## src/hw/rtl/sfir_pkg.sv

```systemverilog
package sfir_pkg;

  localparam int TAP_RADIUS_DEF = 4;
  localparam int MAX_RADIUS     = 4;
  localparam int NUM_COEF       = 4;
  localparam int SAMPLE_W       = 16;
  localparam int COEF_W         = 16;
  localparam int PAIR_W         = SAMPLE_W + 1;
  localparam int CPROD_W        = COEF_W + SAMPLE_W;
  localparam int PROD_W         = COEF_W + PAIR_W;
  localparam int ACC_W          = PROD_W + 3;
  localparam int FRAC_W         = 16;
  localparam int CFG_IDX_W      = 2;

  localparam logic [COEF_W-1:0] COEF_CENTER_RST = 16'hFFFF;
  localparam logic [ACC_W-1:0]  ROUND_HALF      = ACC_W'(32768);

  typedef enum logic [CFG_IDX_W-1:0] {
    CFG_CENTER = 2'd0,
    CFG_ONE    = 2'd1,
    CFG_TWO    = 2'd2,
    CFG_THREE  = 2'd3
  } cfg_idx_t;

  typedef logic [NUM_COEF-1:0][COEF_W-1:0] coef_bank_t;

  typedef struct packed {
    logic [SAMPLE_W-1:0]                   center;
    logic [MAX_RADIUS-2:0][PAIR_W-1:0]     pair;
    logic                                  last;
  } taps_t;

  typedef struct packed {
    logic [CPROD_W-1:0]                    center;
    logic [MAX_RADIUS-2:0][PROD_W-1:0]     prod;
    logic                                  last;
  } prods_t;

  typedef struct packed {
    logic busy;
    logic step;
  } win_stat_t;

endpackage

```

## src/hw/rtl/sfir_regs.sv

```systemverilog
module sfir_regs (
  input  logic                          clk,
  input  logic                          rst_n,
  input  logic                          cfg_we,
  input  logic [sfir_pkg::CFG_IDX_W-1:0] cfg_index,
  input  logic [sfir_pkg::COEF_W-1:0]   cfg_data,
  output sfir_pkg::coef_bank_t          coef_o
);
  import sfir_pkg::*;

  coef_bank_t coef_r;
  coef_bank_t coef_nxt;

  always_comb begin
    coef_nxt = coef_r;
    if (cfg_we) begin
      unique case (cfg_idx_t'(cfg_index))
        CFG_CENTER: coef_nxt[0] = cfg_data;
        CFG_ONE:    coef_nxt[1] = cfg_data;
        CFG_TWO:    coef_nxt[2] = cfg_data;
        CFG_THREE:  coef_nxt[3] = cfg_data;
        default:    coef_nxt = coef_r;
      endcase
    end
  end

  always_ff @(posedge clk) begin
    if (!rst_n) begin
      coef_r    <= '0;
      coef_r[0] <= COEF_CENTER_RST;
    end else begin
      coef_r <= coef_nxt;
    end
  end

  assign coef_o = coef_r;

endmodule

```

## src/hw/rtl/sfir_window.sv

```systemverilog
module sfir_window #(
  parameter int TAP_RADIUS = sfir_pkg::TAP_RADIUS_DEF
) (
  input  logic                         clk,
  input  logic                         rst_n,
  input  logic                         in_valid,
  output logic                         in_stall,
  input  logic [sfir_pkg::SAMPLE_W-1:0] in_sample,
  input  logic                         in_end_of_line,
  input  logic                         mac_ready,
  output logic                         taps_valid_o,
  output sfir_pkg::taps_t              taps_o,
  output sfir_pkg::win_stat_t          stat_o
);
  import sfir_pkg::*;

  localparam int WIN_LEN = 2 * TAP_RADIUS - 1;
  localparam int CENTER  = TAP_RADIUS - 1;
  localparam int CNT_W   = $clog2(TAP_RADIUS);
  localparam logic [CNT_W-1:0] FILL_MAX = CNT_W'(TAP_RADIUS - 1);
  localparam logic [CNT_W-1:0] CNT_ONE  = CNT_W'(1);

  logic [SAMPLE_W-1:0] win_r   [WIN_LEN];
  logic [SAMPLE_W-1:0] win_nxt [WIN_LEN];
  logic [CNT_W-1:0]    fill_r, fill_nxt;
  logic [CNT_W-1:0]    cnt_r, cnt_nxt;
  logic                busy_r, busy_nxt;
  logic [SAMPLE_W-1:0] hold_r;
  logic                tv_r, tv_nxt;
  taps_t               taps_r, taps_nxt;
  logic [MAX_RADIUS-2:0][PAIR_W-1:0] pair_nxt;

  logic                s1_ready;
  logic                accept;
  logic                step;
  logic                due;
  logic                final_step;
  logic [SAMPLE_W-1:0] v;

  assign s1_ready   = !tv_r || mac_ready;
  assign in_stall   = busy_r || !s1_ready;
  assign accept     = in_valid && !in_stall;
  assign step       = accept || (busy_r && s1_ready);
  assign v          = busy_r ? hold_r : in_sample;
  assign due        = (fill_r == FILL_MAX);
  assign final_step = busy_r && (cnt_r == CNT_ONE);

  always_comb begin
    win_nxt[0] = v;
    for (int i = 1; i < WIN_LEN; i++) begin
      win_nxt[i] = (fill_r == '0) ? v : win_r[i-1];
    end
  end

  for (genvar d = 1; d < MAX_RADIUS; d++) begin : g_pair
    if (d < TAP_RADIUS) begin : g_used
      assign pair_nxt[d-1] = {1'b0, win_nxt[CENTER-d]} + {1'b0, win_nxt[CENTER+d]};
    end else begin : g_unused
      assign pair_nxt[d-1] = '0;
    end
  end

  always_comb begin
    taps_nxt.center = win_nxt[CENTER];
    taps_nxt.pair   = pair_nxt;
    taps_nxt.last   = final_step;

    fill_nxt = fill_r;
    busy_nxt = busy_r;
    cnt_nxt  = cnt_r;
    tv_nxt   = tv_r && !mac_ready;

    if (step) begin
      tv_nxt = due;
      if (final_step) begin
        fill_nxt = '0;
      end else if (!due) begin
        fill_nxt = fill_r + CNT_ONE;
      end
      if (busy_r) begin
        cnt_nxt = cnt_r - CNT_ONE;
        if (final_step) begin
          busy_nxt = 1'b0;
        end
      end
    end
    // end of line: replay the last sample to flush pending outputs
    if (accept && in_end_of_line) begin
      busy_nxt = 1'b1;
      cnt_nxt  = FILL_MAX;
    end
  end

  always_ff @(posedge clk) begin
    if (!rst_n) begin
      fill_r <= '0;
      cnt_r  <= '0;
      busy_r <= 1'b0;
      tv_r   <= 1'b0;
    end else begin
      fill_r <= fill_nxt;
      cnt_r  <= cnt_nxt;
      busy_r <= busy_nxt;
      tv_r   <= tv_nxt;
    end
  end

  always_ff @(posedge clk) begin
    if (step) begin
      for (int i = 0; i < WIN_LEN; i++) begin
        win_r[i] <= win_nxt[i];
      end
    end
    if (accept) begin
      hold_r <= in_sample;
    end
    if (step && due) begin
      taps_r <= taps_nxt;
    end
  end

  assign taps_valid_o = tv_r;
  assign taps_o       = taps_r;
  assign stat_o.busy  = busy_r;
  assign stat_o.step  = step;

endmodule

```

## src/hw/rtl/sfir_mac.sv

```systemverilog
module sfir_mac #(
  parameter int TAP_RADIUS = sfir_pkg::TAP_RADIUS_DEF
) (
  input  logic                          clk,
  input  logic                          rst_n,
  input  logic                          taps_valid_i,
  input  sfir_pkg::taps_t               taps_i,
  input  sfir_pkg::coef_bank_t          coef_i,
  output logic                          mac_ready,
  output logic                          out_valid,
  input  logic                          out_stall,
  output logic [sfir_pkg::SAMPLE_W-1:0] out_filtered,
  output logic                          out_last_of_line
);
  import sfir_pkg::*;

  prods_t              prod_r, prod_nxt;
  logic                pv_r;
  logic                ov_r;
  logic [SAMPLE_W-1:0] filt_r, filt_nxt;
  logic                last_r;
  logic                out_ready;
  logic [ACC_W-1:0]    acc;

  assign out_ready = !ov_r || !out_stall;
  assign mac_ready = !pv_r || out_ready;

  assign prod_nxt.center = CPROD_W'(coef_i[0]) * CPROD_W'(taps_i.center);
  assign prod_nxt.last   = taps_i.last;

  for (genvar d = 1; d < MAX_RADIUS; d++) begin : g_prod
    if (d < TAP_RADIUS) begin : g_used
      assign prod_nxt.prod[d-1] = PROD_W'(coef_i[d]) * PROD_W'(taps_i.pair[d-1]);
    end else begin : g_unused
      assign prod_nxt.prod[d-1] = '0;
    end
  end

  always_comb begin
    acc = ACC_W'(prod_r.center) + ROUND_HALF;
    for (int d = 0; d < MAX_RADIUS - 1; d++) begin
      acc = acc + ACC_W'(prod_r.prod[d]);
    end
    if (|acc[ACC_W-1:FRAC_W+SAMPLE_W]) begin
      filt_nxt = '1;
    end else begin
      filt_nxt = acc[FRAC_W+SAMPLE_W-1:FRAC_W];
    end
  end

  always_ff @(posedge clk) begin
    if (!rst_n) begin
      pv_r <= 1'b0;
      ov_r <= 1'b0;
    end else begin
      if (mac_ready) begin
        pv_r <= taps_valid_i;
      end
      if (out_ready) begin
        ov_r <= pv_r;
      end
    end
  end

  always_ff @(posedge clk) begin
    if (mac_ready && taps_valid_i) begin
      prod_r <= prod_nxt;
    end
    if (out_ready && pv_r) begin
      filt_r <= filt_nxt;
      last_r <= prod_r.last;
    end
  end

  assign out_valid        = ov_r;
  assign out_filtered     = filt_r;
  assign out_last_of_line = last_r;

endmodule

```

## src/hw/rtl/symmetric_fir_replicate_border.sv

```systemverilog
// Each result passes through the tap, product and output registers, in that order.
// Throughput: one request per cycle while in_stall is low; output back-pressure
//   raises in_stall, and so does the replay of the last sample after end_of_line.
// Up to TAP_RADIUS results per request, one per cycle unless stalled, by window shift.
// Reset: synchronous, active low; clears control state, loads coefficient
//   defaults. No clearing pass.
module symmetric_fir_replicate_border #(
  parameter int TAP_RADIUS = sfir_pkg::TAP_RADIUS_DEF
) (
  input  logic                           clk,
  input  logic                           rst_n,
  input  logic                           cfg_we,
  input  logic [sfir_pkg::CFG_IDX_W-1:0] cfg_index,
  input  logic [sfir_pkg::COEF_W-1:0]    cfg_data,
  input  logic                           in_valid,
  output logic                           in_stall,
  input  logic [sfir_pkg::SAMPLE_W-1:0]  in_sample,
  input  logic                           in_end_of_line,
  output logic                           out_valid,
  input  logic                           out_stall,
  output logic [sfir_pkg::SAMPLE_W-1:0]  out_filtered,
  output logic                           out_last_of_line
);
  import sfir_pkg::*;

  coef_bank_t coef;
  taps_t      taps;
  logic       taps_valid;
  logic       mac_ready;
  win_stat_t  stat;

  sfir_regs u_regs (
    .clk       (clk),
    .rst_n     (rst_n),
    .cfg_we    (cfg_we),
    .cfg_index (cfg_index),
    .cfg_data  (cfg_data),
    .coef_o    (coef)
  );

  sfir_window #(.TAP_RADIUS(TAP_RADIUS)) u_window (
    .clk            (clk),
    .rst_n          (rst_n),
    .in_valid       (in_valid),
    .in_stall       (in_stall),
    .in_sample      (in_sample),
    .in_end_of_line (in_end_of_line),
    .mac_ready      (mac_ready),
    .taps_valid_o   (taps_valid),
    .taps_o         (taps),
    .stat_o         (stat)
  );

  sfir_mac #(.TAP_RADIUS(TAP_RADIUS)) u_mac (
    .clk              (clk),
    .rst_n            (rst_n),
    .taps_valid_i     (taps_valid),
    .taps_i           (taps),
    .coef_i           (coef),
    .mac_ready        (mac_ready),
    .out_valid        (out_valid),
    .out_stall        (out_stall),
    .out_filtered     (out_filtered),
    .out_last_of_line (out_last_of_line)
  );

`ifndef SYNTH
  a_eol_flush: assert property (@(posedge clk) disable iff (!rst_n)
    in_valid && !in_stall && in_end_of_line |=> stat.busy)
    else $error("flush not started after end of line");

  a_busy_stall: assert property (@(posedge clk) disable iff (!rst_n)
    stat.busy |-> in_stall)
    else $error("request taken during flush");

  a_step_space: assert property (@(posedge clk) disable iff (!rst_n)
    taps_valid && !mac_ready |-> !stat.step || stat.busy == 1'b0 && in_stall)
    else $error("window stepped into a full tap register");

  a_reset_out: assert property (@(posedge clk) !rst_n |=> !out_valid)
    else $error("result valid after reset");
`endif

endmodule

```

## config.mk

```make
export PLATFORM = sky130hd
export DESIGN_NAME = symmetric_fir_replicate_border
export DESIGN_NICKNAME = d
export VERILOG_FILES = /design/src/hw/rtl/sfir_pkg.sv /design/src/hw/rtl/sfir_regs.sv /design/src/hw/rtl/sfir_window.sv /design/src/hw/rtl/sfir_mac.sv /design/src/hw/rtl/symmetric_fir_replicate_border.sv
export SDC_FILE = /design/constraint.sdc
export NUM_CORES = 2
export LEC_CHECK = 0
export BUFFER_PORTS_ARGS = -buffer_cell sky130_fd_sc_hd__buf_2
export CELL_PAD_IN_SITES_DETAIL_PLACEMENT = 0
export CELL_PAD_IN_SITES_GLOBAL_PLACEMENT = 1
export CORE_MARGIN = 3
export CORE_UTILIZATION = 40
export CTS_CLUSTER_SIZE = 20
export DETAILED_ROUTE_END_ITERATION = 8
export GPL_ROUTABILITY_DRIVEN = 0
export HOLD_SLACK_MARGIN = 0.08
export PLACE_DENSITY_LB_ADDON = 0.1
export SYNTH_ARGS = -nofsm -noshare
export SYNTH_HDL_FRONTEND = slang
export SYNTH_HIERARCHICAL = 1
export SYNTH_SLANG_ARGS = --single-unit
```

## constraint.sdc

```tcl
create_clock -name clk -period 8.1 [get_ports clk]
set_input_delay 1.62 -clock clk [delete_from_list [all_inputs] [get_ports clk]]
set_output_delay 1.62 -clock clk [all_outputs]
set_load 0.005 [all_outputs]
```

==> summary.md <==
| Metric | Value |
|---|---|
| Die height | `377 um` |
| Slew @ Worst Pin | `about 1.1 ns` |
| Final hold slack | `approximately 0.42 ns` |
| Crit path arrival time | `7.56 ns` |
| Fmax achieved | `approximately 140 MHz` |
| Worst reg-to-reg path cell count | `20` |
| Leak | `roughly 28 nW` |
| CP Max Fanout | `16` |
| Synthesis Warnings | `6` |
| Clk root buf | `clkbuf_16` |
| Post-synthesis cell area | `about 55000 um^2` |
| Startpoint types | `flop` |
| Antenna violations before repair | `12` |
| Largest net degree at the start of global routing | `97` |
| Total Die Area | `142000 um^2` |
| # DRC | `0` |
| Post-Synthesis Cells | `5574` |
| Per-cell routed wire length | `22.1 um` |
| Peak VDD IR | `roughly 310 uV` |
| Vias in the first global route | `40200` |
| 1st-iter DRT viols | `2123` |
| Final Max Slew Viols | `0` |
| Final hold viol count | `0` |
| Hold Path Class | `reg2reg` |
| Total Wirelength | `162000 um` |
| Post-CTS setup repair buffer count | `0` |
| # hold bufs at CTS | `0` |
| CTS buffer count | `54` |
| Critical Path End Type | `flop` |
| Row count | `~140` |
| Buffer levels on the longest clock path | `3` |
| Crit share post-route | `between 80% and 90%` |
| DR pass1 iterations | `5` |
| Core area | `~140000 um^2` |
| Total global routing overflow | `0` |
| Syn_nets | `7036` |
| Power, Total | `around 13 mW` |
| Syn Area/Cell | `9.87 um^2` |
| Total Routing Usage GR | `a little under a quarter` |
| Port bufs | `58` |
| Max_cap viols | `0` |
| Worst Hold Depth | `0` |
| Worst EP required | `8.47 ns` |
| Final WS setup | `0.902 ns` |
| Clk slew on worst S/H paths | `about 0.06 ns` |
| Routed Antenna Nets | `0` |
| Clock Skew | `0.0534 ns` |
| Status | `completed` |
| Worst Setup Path Type | `reg2reg` |
| Slew margin rel. | `25.0%` |
| Vias/cell | `5.10` |
| Via count | `~38000` |
| DP Area | `57100 um^2` |
| Fillers | `13300` |
| Clock latency on the worst-skew pair | `roughly 0.7 ns` |
| Die Wd | `377 um` |
| Post-DP HPWL | `133000 um` |
| DP Worst Slack | `0.943 ns` |
| Initial Util | `40.5%` |
| First-pass GRT wire length | `251000 um` |
| Share of layout cells above drive strength 1 | `4.93%` |
| CTS tree | `built` |
| Design area | `59000 um^2` |
| RSZ-0062 raised after global routing | `false` |
| Pwr Density | `216 nW/um^2` |
| Post-CTS sizing | `0` |
| Final nets | `6996` |
| Setup TNS | `0 ns` |
| IO Pins | `59` |
| Fin crit period | `7.20 ns` |
| Clk sinks | `401` |
| Final setup violation count | `0` |
| H-Tree Depth | `2` |
| Synthesis-to-layout area growth | `7.23%` |
==> final cells by class <==
type,count,area (um^2),share of cell area [%]
sequential,401,11300,19.2
timing repair buffer,103,631,1.07
inverter,1076,4040,6.85
clock buffer,61,1410,2.39
multi-input combinational,3898,38900,65.9
antenna,4,10.0,0.0170
clock inverter,39,499,0.846
tap,1781,2230,3.78
==> layout by cell type (no fill, tap or decap), types with 57 or more instances in the layout <==
master and instances:
nand2_1 716, o21a_1 120, ha_1 566, edfxtp_1 329
inv_1 1075, nor2_1 110, and2_1 506, a21oi_1 155
xnor2_1 134, a21o_1 92, dfxtp_1 72, fa_1 855
buf_2 57, o21ai_0 81
==> final timing paths <==
check	from	to	slack (ns)
worst max-delay path	u_window/taps_o[30]	u_mac/prod_r[66]	0.90
worst max register to register	u_window/taps_o[30]	u_mac/prod_r[66]	0.90
worst min register to register	u_mac/prod_r[0]	u_mac/out_last_of_line	0.42
worst min-delay path	u_mac/prod_r[0]	u_mac/out_last_of_line	0.42
==> per-stage QoR <==
stage,utilization (%),std cells
2_1_floorplan,-,5574
3_3_place_gp,42.0,7259
3_5_place_dp,42.0,7259
4_1_cts,43.4,7359
5_1_grt,43.4,7359
6_report,43.4,7363
==> layer usage <==
metal | global-route usage [%] | routed length [um] | vias up
li1 | - | - | 17600
met1 | 33.2 | 76100 | 19200
met2 | 38.7 | 75600 | 691
met3 | 2.82 | 7570 | 140
met4 | 4.26 | 3050 | 0
met5 | 0 | 0 | -
==> critical path: stages, from the launching register on <==
cell       delay, ns
edfxtp_1        0.96
nand2_1         0.18
fa_1            0.56
fa_1            0.52
fa_1            0.52
inv_1           0.06
fa_1            0.51
fa_1            0.49
inv_1           0.05
fa_1            0.47
inv_1           0.04
ha_1            0.33
a21oi_1         0.22
o31ai_1         0.12
o41a_1          0.38
a2111oi_4       0.32
nor2_1          0.14
a221o_1         0.34
a22o_1          0.26
o41ai_2         0.26
xnor2_1         0.18
==> power by group <==
part	internal, mW	total (mW)	switching [mW]
logic	2.97	7.31	4.34
registers	2.72	2.86	0.133
clock network	1.55	2.58	1.03
==> sequential cells by signal, summed over array words and instances, names as in the netlist <==
register / cells
u_mac/out_filtered: 16
u_window/fill_r: 2
u_window/win_r: 96
u_mac/out_valid: 1
u_window/cnt_r: 2
u_mac/prod_r: 132
u_mac/out_last_of_line: 1
u_mac/pv_r: 1
u_window/taps_o: 68
u_window/busy_r: 1
u_window/hold_r: 16
u_window/taps_valid_o: 1
u_regs/coef_o: 64
(Power assumes the default switching activity.)
